File: config.mk
export PLATFORM = sky130hd
export DESIGN_NAME = tli_queue
export DESIGN_NICKNAME = d
export VERILOG_FILES = /design/src/hdl/table_linear_interpolator_core_assert.svh /design/src/hdl/tli_pkg.sv /design/src/hdl/tli_queue.sv
export SDC_FILE = /design/constraint.sdc
export NUM_CORES = 1
export LEC_CHECK = 0
export BUFFER_PORTS_ARGS = -buffer_cell sky130_fd_sc_hd__buf_2
export CAP_MARGIN = 20
export CORE_ASPECT_RATIO = 1.25
export CORE_MARGIN = 1.5
export CORE_UTILIZATION = 43
export DETAILED_ROUTE_END_ITERATION = 8
export GPL_TIMING_DRIVEN = 0
export PLACE_DENSITY = 0.68
export RECOVER_POWER = 25
export REMOVE_ABC_BUFFERS = 1
export SYNTH_ARGS = -nofsm -noshare
export SYNTH_HDL_FRONTEND = slang
export SYNTH_SLANG_ARGS = --single-unit
File: constraint.sdc
create_clock -name clk -period 13.95 [get_ports clk]
set_input_delay 0.6975 -clock clk [delete_from_list [all_inputs] [get_ports clk]]
set_output_delay 0.6975 -clock clk [all_outputs]
set_load 0.02 [all_outputs]
File: src/hdl/table_linear_interpolator_core_assert.svh
// Assertion macros for the table linear interpolator.
// Included by the top level; no other dependencies.
`ifndef TABLE_LINEAR_INTERPOLATOR_CORE_ASSERT_SVH
`define TABLE_LINEAR_INTERPOLATOR_CORE_ASSERT_SVH
// implication checked each clock, quiet in reset
`define TLI_ASSERT_IMP(label, clk, rst, a, c, msg) \
  label: assert property (@(posedge clk) disable iff (rst) (a) |-> (c)) else $error(msg);
// next-cycle implication
`define TLI_ASSERT_NEXT(label, clk, rst, a, c, msg) \
  label: assert property (@(posedge clk) disable iff (rst) (a) |=> (c)) else $error(msg);
`endif

File: src/hdl/tli_pkg.sv
// Package for the table linear interpolator: payload structs, constants, state enum.
// No dependencies.
`default_nettype none
package tli_pkg;
  localparam int TableDepthDefault = 1024;
  localparam int QueueDepth = 2;
  localparam logic FUNC_WRITE = 1'b0;
  localparam logic FUNC_QUERY = 1'b1;

  typedef struct packed {
    logic        func;
    logic [9:0]  entry_index;
    logic signed [31:0] entry_time;
    logic signed [31:0] entry_offset;
    logic signed [31:0] query_time;
  } in_item_t;

  typedef struct packed {
    logic signed [31:0] offset_value;
    logic        held_last;
    logic        zero_span;
  } out_item_t;

  typedef enum logic [3:0] {
    S_IDLE, S_WRITE, S_RD, S_WAIT, S_CMP, S_PREV, S_PWAIT, S_MUL, S_DSTART, S_DIV, S_FIN,
    S_OUT
  } state_t;
endpackage
`default_nettype wire

File: src/hdl/tli_queue.sv
// Small FIFO between front and back parts.
// Depends on tli_pkg.
`default_nettype none
module tli_queue import tli_pkg::*; (
  input  wire logic     clk,
  input  wire logic     rst,
  input  wire logic     in_valid,
  output logic          in_ready,
  input  wire in_item_t in_data,
  output logic          out_valid,
  input  wire logic     out_ready,
  output in_item_t      out_data
);
  in_item_t slots [QueueDepth];
  logic     wr_ptr, rd_ptr;
  logic [1:0] count;
  logic push, pop;
  assign in_ready  = (count != 2'(QueueDepth));
  assign out_valid = (count != 2'd0);
  assign out_data  = slots[rd_ptr];
  assign push = in_valid && in_ready;
  assign pop  = out_valid && out_ready;
  always_ff @(posedge clk) begin
    if (push) begin
      slots[wr_ptr] <= in_data;
    end
  end
  always_ff @(posedge clk) begin
    if (rst) begin
      wr_ptr <= 1'b0;
      rd_ptr <= 1'b0;
      count  <= 2'd0;
    end else begin
      if (push) wr_ptr <= ~wr_ptr;
      if (pop)  rd_ptr <= ~rd_ptr;
      count <= count + 2'(push) - 2'(pop);
    end
  end
endmodule
`default_nettype wire

==> results of run 1 <==
metrics by stage:
| step | hold slack, ps | total power [uW] |
|---|---|---|
| after floorplan | 481 | 1230 |
| after global placement | 493 | 1410 |
| after detailed placement | 507 | 1380 |
| after CTS | 362 | 1950 |
| after global routing | 369 | 2000 |
| final | 393 | 1920 |
cells in the final DEF, fill, tap and decap left out, types with 2 or more instances in the layout:
cell       netlist  routed
buf_2            7     209
clkinv_2         0       2
edfxtp_1       214     214
mux2_2          78      78
clkbuf_1         0      11
clkbuf_16        0      23
dfxtp_1          5       4
ha_1             2       2
nor2b_1          2       2
clkinv_1         0       8
buf_12           0       3
mux2_4          30      30
xnor2_1          2       2
buf_16           0       2
bufinv_16        0       2
nor2_1           5       4
cells by family after synthesis:
| kind of cell | synth area share, % |
|---|---|
| buf+inv | 1.18 |
| compound gates | 0.0931 |
| mux | 16.5 |
| xor+xnor | 0.326 |
| simple gates | 0.667 |
| flops | 80.9 |
| fa+ha+maj | 0.310 |
power breakdown:
part / total [uW] / switching, uW / internal [uW] / leakage (uW)
sequential: 867 / 41.1 / 826 / 0.00204
clock: 562 / 228 / 334 / 0.000335
combinational: 490 / 278 / 212 / 0.00145
total: 1920 / 547 / 1370 / 0.00382
final timing paths:
check                                    startpoint                endpoint  cells past startpoint
worst max-delay path                      flip-flop            out_data[55]                      3
worst min-delay path                    in_data[60]  slots[1][60]$_DFFE_PP_                      1
worst max register to register  count[0]$_SDFF_PP0_  slots[0][27]$_DFFE_PP_                      5
worst min register to register  rd_ptr$_SDFFE_PP0P_     rd_ptr$_SDFFE_PP0P_                      2
layout make-up:
cell class | instances | area share [%]
clock inverters | 13 | 1.06
inverters | 1 | 0.0369
repair buffers | 224 | 11.8
flip-flops and latches | 219 | 64.3
multi-input cells | 125 | 14.3
clock buffers | 25 | 5.74
well taps | 228 | 2.81
registers in the layout (all words and copies together) (netlist names), named ones only:
signal  flops
count       2
rd_ptr      1
slots     214
wr_ptr      1
worst max-delay path, cell delays in order (launching register included):
cell	delay (ps)
dfxtp_4	840
buf_16	370
mux2_2	390
buf_2	160
metal layers:
layer | global-route usage, % | share of wire (%) | wire (um) | vias up
met1 | 15.7 | 37 | 5370 | 1992
met4 | 4.65 | 2.1 | 305 | 0
met2 | 27.6 | 54 | 7820 | 143
li1 | - | - | - | 1886
met5 | 0 | 0 | 0 | -
met3 | 4.18 | 7.4 | 1070 | 23
==> reports/metrics.yaml, run 1 <==
status: "finished, final reports clean"
max_freq_mhz: 333
synth_edf_count: 214
clk_latency_ps: 490
timing_worst_setup_path_type: "flip-flop to output port"
ir_worst_vdd_mv: 0.125
yosysMostFrequentCell: "edfxtp_1"
worst_slack_ps: 10950
min_period_ps: 3000
grt_use_total_pct: 14.7
diodes: 0
avgViaCountPerCell: 4.84
finClkSkew_ps: 9.37
place_hpwl_mm: 9.55
regArea_um2: 6530
dieArea_um2: 19600
synthTopCellsByCount: "edfxtp_1, mux2_2, mux2_4"
synthFlopType: "edfxtp_1"
cts_num_sinks: 219
cts_setup_buffers: 0
cts_tree: "yes"
ctsHtreeMaxLevel: 1
clockBufferDepth: 3
synth_top_area_share_pct: 79.7
worst-endpoint-arrival_ps: 2300
drt_wl_total_mm: 14.6
max-cap-violations: 0
hold_class: "input pin to flip-flop"
place_area_um2: 9480
area_growth_pct: 26.0
layout.nets: 706
synth_area_um2: 8060
drtIter0Drc: 168
remaining_drc_errors: 0
rsz0062_at_grt: "false"
ctsHoldBuffers: 0
cts_buffers: 22
nFillCells: 1409
seq_area_frac_synth_pct: 80.9
finalHoldViolCount: 0
grt_start_max_net_pins: 66
powerDensity_nw_per_um2: 189
rrSetupSlack_ps: 11810
endpoint_kind: "output port"
fin_area_um2: 10200
tightestPinTransition_ps: 779
rows: 55
grt_pass1_vias: 4502
synth_cell_type_count: 17
post-route-period-util_pct: 21.5
gp_congestion: 0.699
ys_ff_latch: 219
core_region_area_um2: 18200
final_cells: 835
setup_tns_ps: 0
antenna_found_initial: 0
grt_pass1_wl_mm: 22.6
gr-total-overflow: 0
synth-warning-count: 0
slew_viol_final: 0
async_flop_share_pct: 0
final_core_util_pct: 55.7
portBuffers: 219
vias: 4044
wl_per_cell_um: 17.4
dp_slack_ps: 11400
clk_pin_slew_ps: 60
avgSynthCellArea_um2: 22.6
root_buffer: "clkbuf_16"
dr.pass1.iters: 4
antenna_left: 0
place_inst: 797
die_h_um: 156
cp.required_ps: 13250
multi_input_area_um2: 1450
finalSetupViolations: 0
layout-drive-gt1-share_pct: 58.3
synthCells: 357
io_pins: 220
die_width_um: 125
initial_core_util_pct: 44.2
synth_area_leaders: "edfxtp_1, mux2_2, mux2_4"
max_slew_margin_pct: 48.1
cts_resized: 0
p_leak_uw: 0.00382
yosys.area.top_type: "edfxtp_1"
cp-start-kind: "flip-flop"
crit_fanout: 57
Note: power is estimated with default switching activity, not from simulation.
==> inputs of run 2 (changes only) <==
--- a/config.mk
+++ b/config.mk
@@ -5,6 +5,7 @@
 export SDC_FILE = /design/constraint.sdc
 export NUM_CORES = 1
 export LEC_CHECK = 0
+export ABC_AREA = 1
 export BUFFER_PORTS_ARGS = -buffer_cell sky130_fd_sc_hd__buf_2
 export CAP_MARGIN = 20
 export CORE_ASPECT_RATIO = 1.25
==> constraint.sdc (replaced) <==
create_clock -name clk -period 2.87 [get_ports clk]
set_input_delay 0.1435 -clock clk [delete_from_list [all_inputs] [get_ports clk]]
set_output_delay 0.1435 -clock clk [all_outputs]
set_load 0.02 [all_outputs]
==> run 2 against run 1 <==
  * First-iteration DRC count fell by 9.5%
  * Sequential power rose to 4.9 times the previous value
  * Total power rose to 4.9 times the previous value
  * Clock-buffer cell count rose by 2
  * Largest cell class unchanged
==> reports/metrics.yaml, run 2 <==
status: "finished, final reports clean"
gr-total-overflow: 0
finClkSkew_ps: 8.87
cts_num_sinks: 219
clk_pin_slew_ps: 60
gp_congestion: 0.704
largest_register_ffs: 214
path_cells: "buf_16 -> mux2_2 -> buf_2"
drtIter0Drc: 152
synth_top_area_share_pct: 79.5
antenna_left: 0
crit_fanout: 57
grt_use_total_pct: 16.0
synth_area_leaders: "edfxtp_1, mux2_2, mux2_4"
path_delay_family: "flip-flops"
finalHoldViolCount: 0
diodes: 0
top_register: "slots"
timing.rr.start: "count[0]$_SDFF_PP0_"
hold_class: "input pin to flip-flop"
whs_path_depth: 3
max_freq_mhz: 399
antenna_found_initial: 0
place_hpwl_mm: 9.75
io_pins: 220
synth_edf_count: 214
area_growth_pct: 39.2
crit_cells: 3
cp.required_ps: 2730
avgViaCountPerCell: 4.78
dieArea_um2: 19600
fin_total_pwr_uw: 9490
seq_area_frac_synth_pct: 80.8
final_core_util_pct: 61.6
core_region_area_um2: 18200
min_from: "rst"
vias: 4575
remaining_drc_errors: 0
die_h_um: 156
tightestPinTransition_ps: 881
root_buffer: "clkbuf_16"
rows: 55
clockBufferDepth: 3
cp-start-kind: "flip-flop"
synth_cell_type_count: 12
cts_tree: "yes"
synthFlopType: "edfxtp_1"
grt_pass1_wl_mm: 25.1
max-cap-violations: 0
grt_pass1_vias: 5041
clk_latency_ps: 490
rsz0062_at_grt: "false"
min_period_ps: 2510
endpoint_kind: "output port"
ys_ff_latch: 219
reg2reg_depth: 6
synthCells: 370
path_buf_inv: 2
cts_buffers: 22
layout.nets: 829
nFillCells: 1331
portBuffers: 219
synth_area_um2: 8080
timing_worst_setup_path_type: "flip-flop to output port"
cp_slowest_cell: "dfxtp_4"
finalSetupViolations: 0
drt_wl_total_mm: 16.2
worst-endpoint-arrival_ps: 2360
wl_per_cell_um: 16.9
cts_resized: 0
synthTopCellsByCount: "edfxtp_1, mux2_2, mux2_4"
yosys.area.top_type: "edfxtp_1"
dr.pass1.iters: 4
ctsHtreeMaxLevel: 1
mostFrequentLayoutCell: "edfxtp_1"
post-route-period-util_pct: 87.3
ir_worst_vdd_mv: 0.628
layout_common_cells: "edfxtp_1, buf_2, dlygate4sd3_1, mux2_2, clkbuf_1"
initial_core_util_pct: 44.3
yosysMostFrequentCell: "edfxtp_1"
layout-drive-gt1-share_pct: 44.3
slew_viol_final: 0
p_leak_uw: 0.00423
avgSynthCellArea_um2: 21.8
grt_start_max_net_pins: 59
place_area_um2: 9500
powerDensity_nw_per_um2: 844
critPathMaxStageDelay_ps: 930
synth-warning-count: 0
fin_area_um2: 11200
max_slew_margin_pct: 41.3
async_flop_share_pct: 0
die_width_um: 126
top_regs: "slots: 214 flops, count: 2 flops"
hold_slack_ps: 353
run 2: layout make-up:
| class | count | area, um2 | share of cell area [%] |
|---|---|---|---|
| sequential | 219 | 6530 | 58.1 |
| timing repair buffer | 334 | 2260 | 20.1 |
| multi-input combinational | 131 | 1440 | 12.8 |
| clock buffer | 27 | 591 | 5.25 |
| tap | 228 | 285 | 2.54 |
| clock inverter | 10 | 103 | 0.913 |
| inverter | 8 | 32.5 | 0.289 |
run 2: layer usage:
| layer | part of all wire [%] | track usage (%) |
|---|---|---|
| met4 | 2.2 | 5.09 |
| met1 | 36 | 17.1 |
| met2 | 55 | 30.5 |
| met3 | 6.4 | 4.17 |
| met5 | 0 | 0 |
run 2: metrics by stage:
| step | worst slack, ps | instances | TNS, ps |
|---|---|---|---|
| after global routing | 241 | 957 | 0 |
| after floorplan | -2860 | 358 | -442800 |
| after global placement | -5040 | 805 | -923840 |
| final | 365 | 957 | 0 |
| after detailed placement | 662 | 810 | 0 |
| after CTS | 306 | 957 | 0 |
run 2: timing repair:
action                                 in CTS  in global routing
hold buffers                              110                  0
endpoints found under the hold margin     219                  0
setup buffers                               0                  0
run 2: report_power, final:
group	leakage (uW)	total (uW)	internal [uW]	switching, uW
combinational	0.00186	2470	1090	1390
clock	0.000327	2750	1630	1120
sequential	0.00204	4260	4050	216
run 2: tightest hold or removal path: cells and delay by family:
| kind | cells | cell delay [ps] |
|---|---|---|
| buf+inv | 2 | 620 |
| simple gates | 1 | 40 |
run 2: logic make-up after synthesis:
logic type	share of synthesized area [%]
flip-flops	80.8
AO/OA/AOI/OAI	0.124
AND/OR/NAND/NOR	0.976
buffers and inverters	1.50
adder cells (fa/ha/maj)	0.310
multiplexers	16.3
run 2: worst paths after layout:
kind              slack [ps]                     end
setup / recovery         360            out_data[18]
hold / removal           350     count[0]$_SDFF_PP0_
setup reg to reg         720  slots[0][32]$_DFFE_PP_
hold reg to reg          530               flip-flop
